`config.mk`:
```
export PLATFORM = sky130hd
export DESIGN_NAME = word_concatenation_window_matcher_unit
export DESIGN_NICKNAME = d
export VERILOG_FILES = /design/src/design/wcm_pkg.sv /design/src/design/word_concatenation_window_matcher_unit.sv /design/src/design/wcm_dict.sv
export SDC_FILE = /design/constraint.sdc
export NUM_CORES = 2
export LEC_CHECK = 0
export ABC_AREA = 0
export BUFFER_PORTS_ARGS = -buffer_cell sky130_fd_sc_hd__clkbuf_2
export CORE_ASPECT_RATIO = 1.4
export CORE_MARGIN = 3
export CORE_UTILIZATION = 40
export CTS_CLUSTER_SIZE = 16
export DETAILED_ROUTE_END_ITERATION = 10
export SETUP_SLACK_MARGIN = 0.15
export SLEW_MARGIN = 0
export SYNTH_ARGS = -nofsm -noshare
export SYNTH_HDL_FRONTEND = slang
export SYNTH_SLANG_ARGS = --single-unit
```
`constraint.sdc`:
```
create_clock -name clk -period 20.6 [get_ports clk]
set_clock_uncertainty 0.2 [all_clocks]
set_input_delay 1.03 -clock clk [delete_from_list [all_inputs] [get_ports clk]]
set_output_delay 1.03 -clock clk [all_outputs]
set_load 0.02 [all_outputs]
```
`src/design/wcm_pkg.sv`:
```
// ----------------------------------------------------------------------------
// wcm_pkg
// shared types, widths and codes of the word concatenation window matcher
// ----------------------------------------------------------------------------
package wcm_pkg;

  localparam int CNT_W      = 5;
  localparam int LEN_W      = 4;
  localparam int WORD_W     = 64;
  localparam int CH_W       = 8;
  localparam int FUNC_W     = 2;
  localparam int OUT_W      = 32;
  localparam int IN_DATA_W  = WORD_W + CH_W;
  localparam int CFG_IDX_W  = 2;
  localparam int CFG_DATA_W = 5;

  localparam logic [CNT_W-1:0] CNT_MAX = '1;

  localparam logic [CFG_IDX_W-1:0] CFG_WORD_LEN   = 2'd0;
  localparam logic [CFG_IDX_W-1:0] CFG_WORD_COUNT = 2'd1;

  typedef enum logic [FUNC_W-1:0] {
    FN_LOAD = 2'd0,
    FN_TEXT = 2'd1,
    FN_NEW  = 2'd2
  } func_t;

  typedef struct packed {
    logic              load;
    logic [WORD_W-1:0] key;
  } dict_req_t;

  function automatic logic [WORD_W-1:0] word_mask(input logic [LEN_W-1:0] len);
    logic [WORD_W-1:0] m;
    m = '0;
    for (int b = 0; b < WORD_W / 8; b++) begin
      if (LEN_W'(b) < len) begin
        m[8*b +: 8] = 8'hFF;
      end
    end
    return m;
  endfunction

endpackage

```
`src/design/word_concatenation_window_matcher_unit.sv`:
```
// ----------------------------------------------------------------------------
// word_concatenation_window_matcher_unit
// finds every text position where word_count back-to-back dictionary words
// occur, multiplicities included
// ----------------------------------------------------------------------------
// Takes one word per clock on the input channel and sustains that rate with no
// bubbles while out_tready does not stall the output; a text byte's result
// passes the input register, the window update and the result register. The
// rate is set by the per-word update: a parallel compare against all
// dictionary entries, one count lane per entry indexed by phase, and the slot
// store whose old word id is read ahead from its registered read port. The slot
// store has no clearing pass and no reset; the block is ready right after reset.
module word_concatenation_window_matcher_unit #(
  parameter int MAX_WORDS    = 16,
  parameter int MAX_WORD_LEN = 8,
  parameter int POS_WIDTH    = 32
) (
  input  logic                              clk,
  input  logic                              rst_n,
  input  logic                              in_tvalid,
  output logic                              in_tready,
  input  logic [wcm_pkg::IN_DATA_W-1:0]     in_tdata,   // pattern_word, ch
  input  logic [wcm_pkg::FUNC_W-1:0]        in_tuser,   // func
  output logic                              out_tvalid,
  input  logic                              out_tready,
  output logic [wcm_pkg::OUT_W-1:0]         out_tdata,  // match_start
  input  logic                              cfg_valid,
  output logic                              cfg_ready,
  input  logic [wcm_pkg::CFG_IDX_W-1:0]     cfg_index,
  input  logic [wcm_pkg::CFG_DATA_W-1:0]    cfg_data
);
  import wcm_pkg::*;

  localparam int IDW     = $clog2(MAX_WORDS + 1);
  localparam int PTR_W   = (MAX_WORDS > 1) ? $clog2(MAX_WORDS) : 1;
  localparam int PH_W    = (MAX_WORD_LEN > 1) ? $clog2(MAX_WORD_LEN) : 1;
  localparam int SLOT_AW = PH_W + PTR_W;
  localparam int EXT_W   = (POS_WIDTH > OUT_W) ? POS_WIDTH : OUT_W;
  localparam logic [IDW-1:0] NO_WORD = IDW'(MAX_WORDS);

  // input stage
  logic                 s_valid_r;
  logic [FUNC_W-1:0]    s_func_r;
  logic [WORD_W-1:0]    s_word_r;
  logic [CH_W-1:0]      s_ch_r;

  // configuration
  logic [LEN_W-1:0]     word_len_r;
  logic [CNT_W-1:0]     word_count_r;
  logic [LEN_W-1:0]     len_eff;
  logic [CNT_W-1:0]     wc_eff;

  // text state
  logic [POS_WIDTH-1:0] pos_r, pos_nxt;
  logic [WORD_W-1:0]    recent_r, recent_nxt;
  logic [PH_W-1:0]      phase_r, phase_nxt;
  logic [PTR_W-1:0]     ring_ptr_r [MAX_WORD_LEN];
  logic [PTR_W-1:0]     ring_ptr_nxt [MAX_WORD_LEN];
  logic [CNT_W-1:0]     ring_cnt_r [MAX_WORD_LEN];
  logic [CNT_W-1:0]     ring_cnt_nxt [MAX_WORD_LEN];
  logic [CNT_W-1:0]     ring_mat_r [MAX_WORD_LEN];
  logic [CNT_W-1:0]     ring_mat_nxt [MAX_WORD_LEN];
  logic [CNT_W-1:0]     lc_r [MAX_WORDS][MAX_WORD_LEN];

  // slot store
  logic [IDW-1:0]       slot_mem [2**SLOT_AW];
  logic [IDW-1:0]       slot_rd_r;
  logic [SLOT_AW-1:0]   wr_addr, rd_addr;

  // output register
  logic                 out_valid_r;
  logic [OUT_W-1:0]     out_start_r;

  // update logic
  logic                 adv, go, text_go, word_go, clear, cfg_clear;
  logic [WORD_W-1:0]    text_word;
  logic [LEN_W-1:0]     src;
  dict_req_t            dreq;
  logic [IDW-1:0]       hit_id;
  logic [MAX_WORDS-1:0][CNT_W-1:0] mult;
  logic [CNT_W-1:0]     lane_c2 [MAX_WORDS];
  logic [CNT_W-1:0]     lane_c, lane_c1;
  logic [MAX_WORDS-1:0] inc_v, dec_v;
  logic                 wrapped, span_ok, dec_en, ptr_wrap, match_hit;
  logic [PTR_W-1:0]     ptr_new;
  logic [CNT_W-1:0]     cnt_new, mat_m1, mat_new;
  logic [8:0]           span;
  logic [POS_WIDTH-1:0] j_pos;
  logic [EXT_W-1:0]     start_ext;

  assign cfg_ready  = 1'b1;
  assign adv        = !out_valid_r || out_tready;
  assign go         = s_valid_r && adv;
  assign in_tready  = !s_valid_r || adv;
  assign out_tvalid = out_valid_r;
  assign out_tdata  = out_start_r;
  assign cfg_clear  = cfg_valid && (cfg_index == CFG_WORD_LEN || cfg_index == CFG_WORD_COUNT);

  always_comb begin
    if (word_len_r == '0) begin
      len_eff = LEN_W'(1);
    end else if (int'(word_len_r) > MAX_WORD_LEN) begin
      len_eff = LEN_W'(MAX_WORD_LEN);
    end else begin
      len_eff = word_len_r;
    end
    if (word_count_r == '0) begin
      wc_eff = CNT_W'(1);
    end else if (int'(word_count_r) > MAX_WORDS) begin
      wc_eff = CNT_W'(MAX_WORDS);
    end else begin
      wc_eff = word_count_r;
    end
  end

  always_comb begin
    text_go = go && (s_func_r == FN_TEXT) && (pos_r != '1);
    word_go = text_go && (pos_r >= POS_WIDTH'(len_eff) - POS_WIDTH'(1));
    clear   = (go && s_func_r == FN_NEW) || cfg_clear;

    recent_nxt = {s_ch_r, recent_r[WORD_W-1:CH_W]};
    text_word  = '0;
    src        = '0;
    for (int b = 0; b < WORD_W / 8; b++) begin
      if (LEN_W'(b) < len_eff) begin
        src = LEN_W'(WORD_W / 8 + b) - len_eff;
        text_word[8*b +: 8] = recent_nxt[{src[2:0], 3'b000} +: 8];
      end
    end

    dreq.load = go && (s_func_r == FN_LOAD);
    dreq.key  = (s_func_r == FN_LOAD) ? s_word_r : text_word;
  end

  wcm_dict #(
    .MAX_WORDS (MAX_WORDS)
  ) u_dict (
    .clk    (clk),
    .rst_n  (rst_n),
    .req    (dreq),
    .len    (len_eff),
    .hit_id (hit_id),
    .mult   (mult)
  );

  // per-word window update for the phase at the head of the ring
  always_comb begin
    wrapped = ring_cnt_r[0] >= wc_eff;
    span_ok = ({1'b0, ring_cnt_r[0]} + 6'd1) >= {1'b0, wc_eff};
    dec_en  = wrapped && (slot_rd_r < NO_WORD);
    lane_c  = '0;
    lane_c1 = '0;
    for (int i = 0; i < MAX_WORDS; i++) begin
      lane_c  = lc_r[i][phase_r];
      lane_c1 = (hit_id == IDW'(i) && lane_c != CNT_MAX) ? lane_c + CNT_W'(1) : lane_c;
      inc_v[i] = (hit_id == IDW'(i)) && (lane_c1 <= mult[i]);
      dec_v[i] = dec_en && (slot_rd_r == IDW'(i)) && (lane_c1 <= mult[i]);
      lane_c2[i] = (dec_en && slot_rd_r == IDW'(i) && lane_c1 != '0) ?
                   lane_c1 - CNT_W'(1) : lane_c1;
    end

    mat_m1  = (|inc_v && ring_mat_r[0] != CNT_MAX) ? ring_mat_r[0] + CNT_W'(1) :
              ring_mat_r[0];
    mat_new = (|dec_v && mat_m1 != '0) ? mat_m1 - CNT_W'(1) : mat_m1;

    ptr_wrap = (32'(ring_ptr_r[0]) + 32'd1) == 32'(wc_eff);
    ptr_new  = ptr_wrap ? '0 : ring_ptr_r[0] + PTR_W'(1);
    cnt_new  = (ring_cnt_r[0] != CNT_MAX) ? ring_cnt_r[0] + CNT_W'(1) : ring_cnt_r[0];

    j_pos     = pos_r - (POS_WIDTH'(len_eff) - POS_WIDTH'(1));
    span      = 9'(wc_eff - CNT_W'(1)) * 9'(len_eff);
    start_ext = EXT_W'(j_pos - POS_WIDTH'(span));
    match_hit = word_go && (mat_new == wc_eff) && span_ok;
  end

  // next state of the text registers and the phase ring
  always_comb begin
    pos_nxt    = pos_r;
    phase_nxt  = phase_r;
    for (int k = 0; k < MAX_WORD_LEN; k++) begin
      ring_ptr_nxt[k] = ring_ptr_r[k];
      ring_cnt_nxt[k] = ring_cnt_r[k];
      ring_mat_nxt[k] = ring_mat_r[k];
    end
    if (clear) begin
      pos_nxt   = '0;
      phase_nxt = '0;
      for (int k = 0; k < MAX_WORD_LEN; k++) begin
        ring_ptr_nxt[k] = '0;
        ring_cnt_nxt[k] = '0;
        ring_mat_nxt[k] = '0;
      end
    end else begin
      if (text_go) begin
        pos_nxt = pos_r + POS_WIDTH'(1);
      end
      if (word_go) begin
        phase_nxt = ((32'(phase_r) + 32'd1) == 32'(len_eff)) ? '0 : phase_r + PH_W'(1);
        for (int k = 0; k < MAX_WORD_LEN; k++) begin
          if (k + 1 == int'(len_eff)) begin
            ring_ptr_nxt[k] = ptr_new;
            ring_cnt_nxt[k] = cnt_new;
            ring_mat_nxt[k] = mat_new;
          end else begin
            ring_ptr_nxt[k] = ring_ptr_r[(k + 1) % MAX_WORD_LEN];
            ring_cnt_nxt[k] = ring_cnt_r[(k + 1) % MAX_WORD_LEN];
            ring_mat_nxt[k] = ring_mat_r[(k + 1) % MAX_WORD_LEN];
          end
        end
      end
    end
    wr_addr = {phase_r, ring_ptr_r[0]};
    rd_addr = {phase_nxt, ring_ptr_nxt[0]};
  end

  always_ff @(posedge clk) begin
    if (!rst_n) begin
      s_valid_r    <= 1'b0;
      out_valid_r  <= 1'b0;
      word_len_r   <= LEN_W'(1);
      word_count_r <= CNT_W'(1);
      pos_r        <= '0;
      recent_r     <= '0;
      phase_r      <= '0;
      for (int k = 0; k < MAX_WORD_LEN; k++) begin
        ring_ptr_r[k] <= '0;
        ring_cnt_r[k] <= '0;
        ring_mat_r[k] <= '0;
      end
      for (int i = 0; i < MAX_WORDS; i++) begin
        for (int k = 0; k < MAX_WORD_LEN; k++) begin
          lc_r[i][k] <= '0;
        end
      end
    end else begin
      if (in_tvalid && in_tready) begin
        s_valid_r <= 1'b1;
      end else if (go) begin
        s_valid_r <= 1'b0;
      end
      if (adv) begin
        out_valid_r <= match_hit;
      end
      if (cfg_valid && cfg_index == CFG_WORD_LEN) begin
        word_len_r <= cfg_data[LEN_W-1:0];
      end
      if (cfg_valid && cfg_index == CFG_WORD_COUNT) begin
        word_count_r <= cfg_data[CNT_W-1:0];
      end
      pos_r   <= pos_nxt;
      phase_r <= phase_nxt;
      if (clear) begin
        recent_r <= '0;
      end else if (text_go) begin
        recent_r <= recent_nxt;
      end
      for (int k = 0; k < MAX_WORD_LEN; k++) begin
        ring_ptr_r[k] <= ring_ptr_nxt[k];
        ring_cnt_r[k] <= ring_cnt_nxt[k];
        ring_mat_r[k] <= ring_mat_nxt[k];
      end
      for (int i = 0; i < MAX_WORDS; i++) begin
        for (int k = 0; k < MAX_WORD_LEN; k++) begin
          if (clear) begin
            lc_r[i][k] <= '0;
          end else if (word_go && phase_r == PH_W'(k)) begin
            lc_r[i][k] <= lane_c2[i];
          end
        end
      end
    end
  end

  always_ff @(posedge clk) begin
    if (in_tvalid && in_tready) begin
      s_func_r <= in_tuser;
      s_word_r <= in_tdata[WORD_W-1:0];
      s_ch_r   <= in_tdata[IN_DATA_W-1:WORD_W];
    end
    if (adv) begin
      out_start_r <= start_ext[OUT_W-1:0];
    end
  end

  // slot store, read one word ahead at the next head slot
  always_ff @(posedge clk) begin
    if (word_go) begin
      slot_mem[wr_addr] <= hit_id;
    end
    if (word_go && wr_addr == rd_addr) begin
      slot_rd_r <= hit_id;
    end else begin
      slot_rd_r <= slot_mem[rd_addr];
    end
  end

endmodule

```
`src/design/wcm_dict.sv`:
```
// ----------------------------------------------------------------------------
// wcm_dict
// dictionary store: parallel lookup of one key, word loading and multiplicities
// ----------------------------------------------------------------------------
module wcm_dict #(
  parameter int MAX_WORDS = 16
) (
  input  logic                                       clk,
  input  logic                                       rst_n,
  input  wcm_pkg::dict_req_t                         req,
  input  logic [wcm_pkg::LEN_W-1:0]                  len,
  output logic [$clog2(MAX_WORDS+1)-1:0]             hit_id,
  output logic [MAX_WORDS-1:0][wcm_pkg::CNT_W-1:0]   mult
);
  import wcm_pkg::*;

  localparam int IDW = $clog2(MAX_WORDS + 1);
  localparam logic [IDW-1:0] NO_WORD = IDW'(MAX_WORDS);

  logic [WORD_W-1:0]                entry_r [MAX_WORDS];
  logic [MAX_WORDS-1:0][CNT_W-1:0]  mult_r;
  logic [IDW-1:0]                   used_r;
  logic [WORD_W-1:0]                mask;
  logic [MAX_WORDS-1:0]             hit;
  logic                             add_new;

  always_comb begin
    mask   = word_mask(len);
    hit_id = NO_WORD;
    for (int i = 0; i < MAX_WORDS; i++) begin
      hit[i] = (IDW'(i) < used_r) && (((entry_r[i] ^ req.key) & mask) == '0);
    end
    // lowest matching entry wins
    for (int i = MAX_WORDS - 1; i >= 0; i--) begin
      if (hit[i]) begin
        hit_id = IDW'(i);
      end
    end
    add_new = req.load && (hit_id == NO_WORD) && (used_r < NO_WORD);
  end

  always_ff @(posedge clk) begin
    if (!rst_n) begin
      mult_r <= '0;
      used_r <= '0;
    end else if (req.load) begin
      for (int i = 0; i < MAX_WORDS; i++) begin
        if (hit_id == IDW'(i) && mult_r[i] != CNT_MAX) begin
          mult_r[i] <= mult_r[i] + CNT_W'(1);
        end else if (add_new && used_r == IDW'(i)) begin
          mult_r[i] <= CNT_W'(1);
        end
      end
      if (add_new) begin
        used_r <= used_r + IDW'(1);
      end
    end
  end

  always_ff @(posedge clk) begin
    for (int i = 0; i < MAX_WORDS; i++) begin
      if (add_new && used_r == IDW'(i)) begin
        entry_r[i] <= req.key;
      end
    end
  end

  assign mult = mult_r;

endmodule
```
Word level (Yosys, flattened, before mapping)
Memories as Yosys holds them, arrays and structs flattened. A register that Yosys moved wholly into a read port is not among the register bits.
Index checks and enable logic that the tools add are counted.
{"block": "word_totals", "reg_bits": 301, "out_inout_bits": 35, "mem_bits_rw": 2416, "memories": 6, "word_cells": 1413}
{"block": "op_classes", "reduce_logical": 252, "mul": 1, "shifts": 8, "muxes": 584, "addsub": 70, "n_eq_ne": 102, "n_bitwise": 314, "n_lt_le_gt_ge": 48}
{"name": "u_dict.entry_r", "words": 16, "word_bits": 64, "read_ports": 16, "rd_ports_with_merged_regs": 0, "write_ports": 1, "line": "wcm_dict.sv:20", "text": "logic [WORD_W-1:0] entry_r [MAX_WORDS];"}
{"name": "lc_r", "words": 16, "word_bits": 40, "read_ports": 16, "rd_ports_with_merged_regs": 0, "write_ports": 16, "line": "word_concatenation_window_matcher_unit.sv:63", "text": "logic [CNT_W-1:0] lc_r [MAX_WORDS][MAX_WORD_LEN];"}
{"name": "slot_mem", "words": 128, "word_bits": 5, "read_ports": 1, "rd_ports_with_merged_regs": 1, "write_ports": 1, "line": "word_concatenation_window_matcher_unit.sv:66", "text": "logic [IDW-1:0] slot_mem [2**SLOT_AW];"}
{"name": "ring_cnt_r", "words": 8, "word_bits": 5, "read_ports": 8, "rd_ports_with_merged_regs": 0, "write_ports": 8, "line": "word_concatenation_window_matcher_unit.sv:59", "text": "logic [CNT_W-1:0] ring_cnt_r [MAX_WORD_LEN];"}
{"name": "ring_mat_r", "words": 8, "word_bits": 5, "read_ports": 8, "rd_ports_with_merged_regs": 0, "write_ports": 8, "line": "word_concatenation_window_matcher_unit.sv:61", "text": "logic [CNT_W-1:0] ring_mat_r [MAX_WORD_LEN];"}
{"name": "ring_ptr_r", "words": 8, "word_bits": 4, "read_ports": 8, "rd_ports_with_merged_regs": 0, "write_ports": 8, "line": "word_concatenation_window_matcher_unit.sv:57", "text": "logic [PTR_W-1:0] ring_ptr_r [MAX_WORD_LEN];"}
{"operator": "two-way mux 5 bit", "n": 405}
{"operator": "bitwise AND 64 bit", "n": 16}
{"operator": "zero test 64 bit", "n": 16}
{"operator": "two-way mux 64 bit", "n": 16}
{"operator": "bitwise XOR 64 bit", "n": 16}
{"operator": "OR reduction 64 bit", "n": 15}
{"operator": "variable part select 64 x 7 -> 8 bit", "n": 8}
{"operator": "OR 1 bit", "n": 280}
{"operator": "binary-select mux 5 bit (select 3 bit)", "n": 16}
{"operator": "adder 5 x 1 -> 5 bit (second input constant)", "n": 35}
{"operator": "!= test 5 bit (second input constant)", "n": 34}
{"operator": "two-way mux 40 bit", "n": 4}
{"operator": "logical AND 1 bit", "n": 153}
{"operator": "two-way mux 4 bit", "n": 34}
{"operator": "two-way mux 8 bit", "n": 16}
{"operator": "== test 5 x 4 -> 1 bit (second input constant)", "n": 24}
{"operator": "two-way mux 1 bit", "n": 88}
{"operator": "nonzero test 5 bit", "n": 17}
{"operator": "subtractor 5 x 1 -> 5 bit (second input constant)", "n": 17}
{"operator": "less-or-equal comparator 5 bit", "n": 16}
{"operator": "two-way mux 32 bit", "n": 2}
{"operator": "== test 5 x 3 -> 1 bit (second input constant)", "n": 12}
{"operator": "less-than comparator 4 x 5 -> 1 bit (first input constant)", "n": 8}
{"operator": "AND reduction 2 bit", "n": 17}
{"operator": "53 further kinds", "n": 114}

Logic depth before layout (Yosys ltp)
{"block": "depth", "depth_word": 49, "depth_mapped": 50}

Modules after synthesis
A second synthesis with hierarchy kept.
{"block": "unflattened", "hier_cells": 9527, "hier_area_um2": 125739.3}
{"mod": "word_concatenation_window_matcher_unit", "instances": 1, "area_per_inst_um2": 77715.8, "cells_each": 6282, "seq_area_each_um2": 45994.1}
{"mod": "wcm_dict", "instances": 1, "area_per_inst_um2": 48023.6, "cells_each": 3245, "seq_area_each_um2": 32451.1}

Worst setup path after synthesis
No wires, ideal clock.
{"block": "synth_path", "path_kind": "register to register", "start": "register word_len_r[2]", "end": "register out_valid_r, in the netlist out_tvalid", "arrival_time_ps": 11091, "path_stages_with_launch": 43, "path_slack_ps": 9224, "synth_period_minus_slack_ps": 11376, "path_cell_list": "dfxtp_1 -> buf_2 -> nor2b_1 -> inv_1 -> clkbuf_1 -> clkbuf_1 -> ha_1 -> buf_2 -> buf_2 -> buf_2 -> clkbuf_1 -> buf_2 -> a21oi_1 -> nor4_1 -> nand3_1 -> o21ai_1 -> or4b_1 -> or4_1 -> [7 not listed] -> ha_1 -> nor2b_1 -> o21a_1 -> o21ai_0 -> nand2b_1 -> a21oi_1 -> a31oi_1 -> o22a_1 -> o41a_1 -> a31oi_4 -> mux2i_1 -> ha_1 -> nor4b_1 -> a211oi_1 -> mux2i_4 -> xnor2_1 -> or4_1 -> o31ai_2"}
{"block": "synth_between", "elab_chain_cells": 41, "elab_cells_between_ends": 235, "cone_classes": "add/sub: 10; order compare: 26; eq/ne: 16; shift: 8; mux: 53; bitwise: 32; reduce/logical: 90"}
{"item": "start, declared", "line": "word_concatenation_window_matcher_unit.sv:48", "text": "logic [LEN_W-1:0] word_len_r;"}
{"item": "start signal, assigned", "line": "word_concatenation_window_matcher_unit.sv:245", "text": "word_len_r <= cfg_data[LEN_W-1:0];"}
{"item": "greater-than comparator 4 bit", "line": "word_concatenation_window_matcher_unit.sv:102", "text": "end else if (int'(word_len_r) > MAX_WORD_LEN) begin"}
{"item": "two-way mux 4 bit", "line": "word_concatenation_window_matcher_unit.sv:102"}
{"item": "two-way mux 4 bit *", "line": "word_concatenation_window_matcher_unit.sv:100", "text": "if (word_len_r == '0) begin"}
{"item": "subtractor 1 x 3 -> 3 bit (tied with other cells)", "line": "word_concatenation_window_matcher_unit.sv:126", "text": "src = LEN_W'(WORD_W / 8 + b) - len_eff;"}
{"item": "variable part select 64 x 7 -> 8 bit", "line": "word_concatenation_window_matcher_unit.sv:127", "text": "text_word[8*b +: 8] = recent_nxt[{src[2:0], 3'b000} +: 8];"}
{"item": "two-way mux 8 bit", "line": "word_concatenation_window_matcher_unit.sv:125", "text": "if (LEN_W'(b) < len_eff) begin"}
{"item": "two-way mux 64 bit", "line": "word_concatenation_window_matcher_unit.sv:132", "text": "dreq.key = (s_func_r == FN_LOAD) ? s_word_r : text_word;"}
{"item": "bitwise XOR 64 bit", "line": "wcm_dict.sv:31", "text": "hit[i] = (IDW'(i) < used_r) && (((entry_r[i] ^ req.key) & mask) == '0);"}
{"item": "[2 not listed]"}
{"item": "logical AND 1 bit", "line": "wcm_dict.sv:31"}
{"item": "two-way mux 5 bit (15 in series)", "line": "wcm_dict.sv:35", "text": "if (hit[i]) begin"}
{"item": "two-way mux 5 bit *", "line": "wcm_dict.sv:35"}
{"item": "named net hit_id[0]", "line": "word_concatenation_window_matcher_unit.sv:79", "text": "logic [IDW-1:0] hit_id;"}
{"item": "parallel branches: the longest is 10 deep, another holds less-or-equal comparator 5 bit"}
{"item": "two-way mux 5 bit *", "line": "word_concatenation_window_matcher_unit.sv:164", "text": "mat_new = (|dec_v && mat_m1 != '0) ? mat_m1 - CNT_W'(1) : mat_m1;"}
{"item": "== test 5 bit *", "line": "word_concatenation_window_matcher_unit.sv:173", "text": "match_hit = word_go && (mat_new == wc_eff) && span_ok;"}
{"item": "logical AND 1 bit * (2 in series)", "line": "word_concatenation_window_matcher_unit.sv:173"}
{"item": "end signal, assigned", "line": "word_concatenation_window_matcher_unit.sv:242", "text": "out_valid_r <= match_hit;"}
{"item": "end, declared", "line": "word_concatenation_window_matcher_unit.sv:71", "text": "logic out_valid_r;"}
Mark *: on every way through the listed nets, which the timed path passes.
A chain may end at the register's enable or synchronous reset.

Worst setup path in the final report
{"block": "layout_path", "start": "register word_len_r[1]", "end": "register out_valid_r, in the netlist out_tvalid"}
The elaborated chain is that of the path after synthesis.

==> results_tabular.tex <==
\begin{tabular}{lr}
\hline
Metric & Value \\
\hline
\multicolumn{2}{l}{\textbf{Clock network}} \\
\quad Number of hold-repair buffers added at the cts stage & 0 \\
\quad Clock root buffer & sky130\_fd\_sc\_hd\_\_clkbuf\_16 \\
\quad Sinks on the clock net & between 2000 and 3000 \\
\quad Skew-Pair Late Insertion Delay & roughly 920 ps \\
\quad Reg clk slew, reported paths & 60 ps \\
\quad Post-CTS Setup Repair Bufs & 0 \\
\quad Number of buffers created by CTS & $\sim$280 \\
\quad H-tree level count & 5 \\
\quad Largest buffer count on any clock path & 4 \\
\quad Post-cts resize count & 0 \\
\quad TritonCTS clock tree & done \\
\multicolumn{2}{l}{\textbf{Layout}} \\
\quad Sequential cell area & 0.0785 mm² \\
\quad Signed area change from the synthesized netlist to the final layout & 11.4\% \\
\quad Fillers & 30400 \\
\quad Fraction of layout cells with a size suffix above 1 & 0.133 \\
\quad Net count of the finished layout & between 10000 and 15000 \\
\quad Share of the core filled with cells in the final layout & 0.449 \\
\quad Area taken by multi-input logic gates & around 0.054 mm² \\
\multicolumn{2}{l}{\textbf{Global route}} \\
\quad Antenna violations before repair & 38 \\
\quad Fraction of met1 tracks used by global routing & 0.359 \\
\quad Maximum number of pins on one net before global-route repair & 134 \\
\quad Global-route layer with the greatest usage & met2 \\
\quad Wire length of the first global-routing pass & approximately 740000 µm \\
\quad Remaining Overflow, GRT & 0 \\
\quad Met3 demand-to-capacity share in global routing & 0.0486 \\
\quad Via count of the first global-routing pass & roughly 97000 \\
\quad Combined global-route utilization of all metal layers & 0.295 \\
\quad Met2 Use GR & 0.484 \\
\multicolumn{2}{l}{\textbf{Min path}} \\
\quad Type of the tightest min-delay check & in2reg \\
\multicolumn{2}{l}{\textbf{Placement}} \\
\quad Number of I/O port buffers & between 100 and 150 \\
\quad Final HPWL from detailed placement & between 300000 and 400000 µm \\
\quad Last weighted congestion value of the routability-driven placer & $\sim$1.0 \\
\multicolumn{2}{l}{\textbf{Synth}} \\
\quad Count of yosys warnings during synthesis & 0 \\
\quad Top post-synthesis cells by count & 2405 x sky130\_fd\_sc\_hd\_\_edfxtp\_1, 1411 x sky130\_fd\_sc\_hd\_\_nor2\_1, 743 x sky130\_fd\_sc\_hd\_\_nand2\_1 \\
\quad Most used standard cell by instance count after synthesis & sky130\_fd\_sc\_hd\_\_edfxtp\_1 \\
\quad Synth cell types & about 140 \\
\quad Synthesized netlist cell count & between 10000 and 15000 \\
\quad Leading area contributor after synthesis & sky130\_fd\_sc\_hd\_\_edfxtp\_1 \\
\quad Share of the synthesized area in the top cell type & 0.531 \\
\quad Top cells by area in the synthesized netlist & sky130\_fd\_sc\_hd\_\_edfxtp\_1 53\%, sky130\_fd\_sc\_hd\_\_mux4\_2 6.0\%, sky130\_fd\_sc\_hd\_\_dfxtp\_1 4.6\% \\
\quad Netlist Area Pre-Place & 0.136 mm² \\
\quad Async set or reset register ratio after synthesis & 0 \\
\quad Number of enable-type register cells in the synthesized netlist & approximately 2400 \\
\quad Number of flip-flops and latches in the synthesized netlist & 2716 \\
\quad Sequential cell area fraction in the yosys report & 0.577 \\
\quad Avg Cell Area, Syn & 12.3 µm² \\
\quad Most used flip-flop cell after synthesis & sky130\_fd\_sc\_hd\_\_edfxtp\_1 \\
\multicolumn{2}{l}{\textbf{Route}} \\
\quad Antenna viol nets, final & 0 \\
\quad Number of remaining DRC errors & 0 \\
\quad Vias per cell & slightly above 6 \\
\quad Wirelength per Cell & around 33 µm \\
\quad Pre-antenna DRT Iters & 7 \\
\quad Total vias in the final route & 98900 \\
\quad Starting DRT DRC Count & about 12000 \\
\quad Wire length reported by the detailed router & between 500000 and 600000 µm \\
\multicolumn{2}{l}{\textbf{STA}} \\
\quad Sum Neg Setup Slack & 0 ps \\
\quad Slew HR & -0.0217 \\
\quad Highest attainable clock frequency & around 65 MHz \\
\quad Hold slack final & roughly 120 ps \\
\quad Post-route minimum period & roughly 15000 ps \\
\quad RSZ-0062 raised after global routing & no \\
\quad Total count of max-transition violations in the final report & 3 \\
\quad Slew @ Worst Pin & around 1500 ps \\
\quad Final critical-path share of the clock period & 0.748 \\
\quad Setup Viol. Count Final & 0 \\
\quad Hold Violations, Final & 0 \\
\multicolumn{2}{l}{\textbf{Pwr}} \\
\quad Worst vdd ir & 75.3 µV \\
\quad Total power & 12400 µW \\
\quad Power per standard cell area & around 82 mW/mm² \\
\quad Leak & around 0.051 µW \\
\multicolumn{2}{l}{\textbf{Floorplanning}} \\
\quad Die area & about 0.35 mm² \\
\quad Die span in x & between 400 and 500 µm \\
\quad Core Footprint & roughly 0.34 mm² \\
\quad \# rows & 252 \\
\quad Effective utilization at floorplan & 0.403 \\
\quad DIE HEIGHT & a little under 700 µm \\
\quad I/O pin total & 121 \\
\multicolumn{2}{l}{\textbf{Status}} \\
\quad Failing checks & capacitance limit, slew limit \\
\quad Run status & complete, but fails checks \\
\multicolumn{2}{l}{\textbf{Setup path}} \\
\quad Worst setup SP type & flip-flop \\
\quad Critical path arrival & $\sim$16000 ps \\
\quad Top fanout value on the critical path & 57 \\
\quad Library cell contributing the largest single delay on the critical path & sky130\_fd\_sc\_hd\_\_nor4b\_1 \\
\quad Category of the most critical setup path & reg2reg \\
\quad CP peak stage delay & 1030 ps \\
\quad Critical Path RT & 21190 ps \\
\quad Worst Setup End Kind & flip-flop \\
\multicolumn{2}{l}{\textbf{Flow run}} \\
\quad Max-cap viol count & 1 \\
\hline
\end{tabular}
routing by layer:
layer | vias to the layer above | share of wire
met5 | - | 0.00023
met4 | 14 | 0.081
met3 | 1482 | 0.075
met2 | 5379 | 0.47
met1 | 50100 | 0.37
li1 | 41900 | -
final timing paths:
check	end	startpoint	slack (ps)	depth (start not counted)
worst min register to register	ring_cnt_r[0][16]$_SDFFE_PP0P_	ring_cnt_r[0][16]$_SDFFE_PP0P_	250	2
worst max register to register	out_tvalid$_SDFFE_PN0P_	word_len_r[1]$_SDFFE_PN0P_	5180	41
worst max-delay path	out_tvalid$_SDFFE_PN0P_	word_len_r[1]$_SDFFE_PN0P_	5180	41
worst min-delay path	s_word_r[36]$_DFFE_PP_	in_tdata[36]	120	1
placed cells by master (no fill, tap or decap), types with 67 or more instances in the layout:
cell type	instances
sky130_fd_sc_hd__nor4_1	134
sky130_fd_sc_hd__o22ai_1	189
sky130_fd_sc_hd__nand4_1	127
sky130_fd_sc_hd__o21ai_0	235
sky130_fd_sc_hd__nor2_1	1391
sky130_fd_sc_hd__clkbuf_16	289
sky130_fd_sc_hd__dfxtp_1	300
sky130_fd_sc_hd__xnor2_1	556
sky130_fd_sc_hd__mux2i_1	185
sky130_fd_sc_hd__or3_1	67
sky130_fd_sc_hd__nand3_1	234
sky130_fd_sc_hd__buf_4	276
sky130_fd_sc_hd__clkbuf_2	119
sky130_fd_sc_hd__ha_1	292
sky130_fd_sc_hd__xor2_1	310
sky130_fd_sc_hd__and3_1	79
sky130_fd_sc_hd__nand2b_1	75
sky130_fd_sc_hd__edfxtp_1	2405
sky130_fd_sc_hd__o211ai_1	86
sky130_fd_sc_hd__nand2_1	723
sky130_fd_sc_hd__inv_1	436
sky130_fd_sc_hd__nor3_1	229
sky130_fd_sc_hd__mux4_2	361
sky130_fd_sc_hd__a31oi_1	86
sky130_fd_sc_hd__a211oi_1	113
sky130_fd_sc_hd__a21oi_1	377
layout make-up:
type	count	share of cell area
clock buffer	345	0.0499
clock inverter	159	0.00961
timing repair buffer	400	0.0183
tap	4445	0.0367
sequential	2716	0.518
antenna	22	0.000363
multi-input combinational	7314	0.356
inverter	461	0.0115
critical path: cells and delay by family, from the launching register on:
| kind | cells | cell delay (ps) |
|---|---|---|
| compound gates | 12 | 4310 |
| xor+xnor | 2 | 480 |
| fa+ha+maj | 3 | 1000 |
| buf+inv | 7 | 3000 |
| flops | 1 | 770 |
| mux | 3 | 930 |
| simple gates | 14 | 4540 |
per-stage QoR:
stage / setup slack, ps / cells / area [µm²]
after global placement: 5380 / 15300 / 142000
final: 5180 / 15900 / 151000
after CTS: 5350 / 15800 / 151000
after detailed placement: 5400 / 15300 / 142000
after floorplan: 9220 / 11100 / 136000
after global routing: 4690 / 15800 / 151000
registers in the layout, summed over array words and instances, names as in the netlist, 5 cells and up, named ones only:
name	cells
slot_mem	640
u_dict.used_r	5
recent_r	56
s_ch_r	8
ring_mat_r	40
out_tdata	32
word_count_r	5
s_word_r	64
u_dict.mult	80
ring_ptr_r	32
lc_r	640
ring_cnt_r	40
pos_r	32
u_dict.entry_r	1024
report_power, final:
part           leakage, µW  internal, µW  total, µW  switching [µW]
Clock              0.00440          2870       5120            2250
Combinational       0.0208           320       1150             833
Sequential          0.0259          6090       6160            64.7
kinds of logic after synthesis:
kind of cell,share of synthesized area
and+or+nand+nor,0.121
DFF,0.577
AOI/OAI and AO/OA,0.103
buffers and inverters,0.0331
xor gates and xnor gates,0.0573
muxes,0.0780
adders and majority gates,0.0296
other,0.0000552
(Power assumes the default switching activity.)
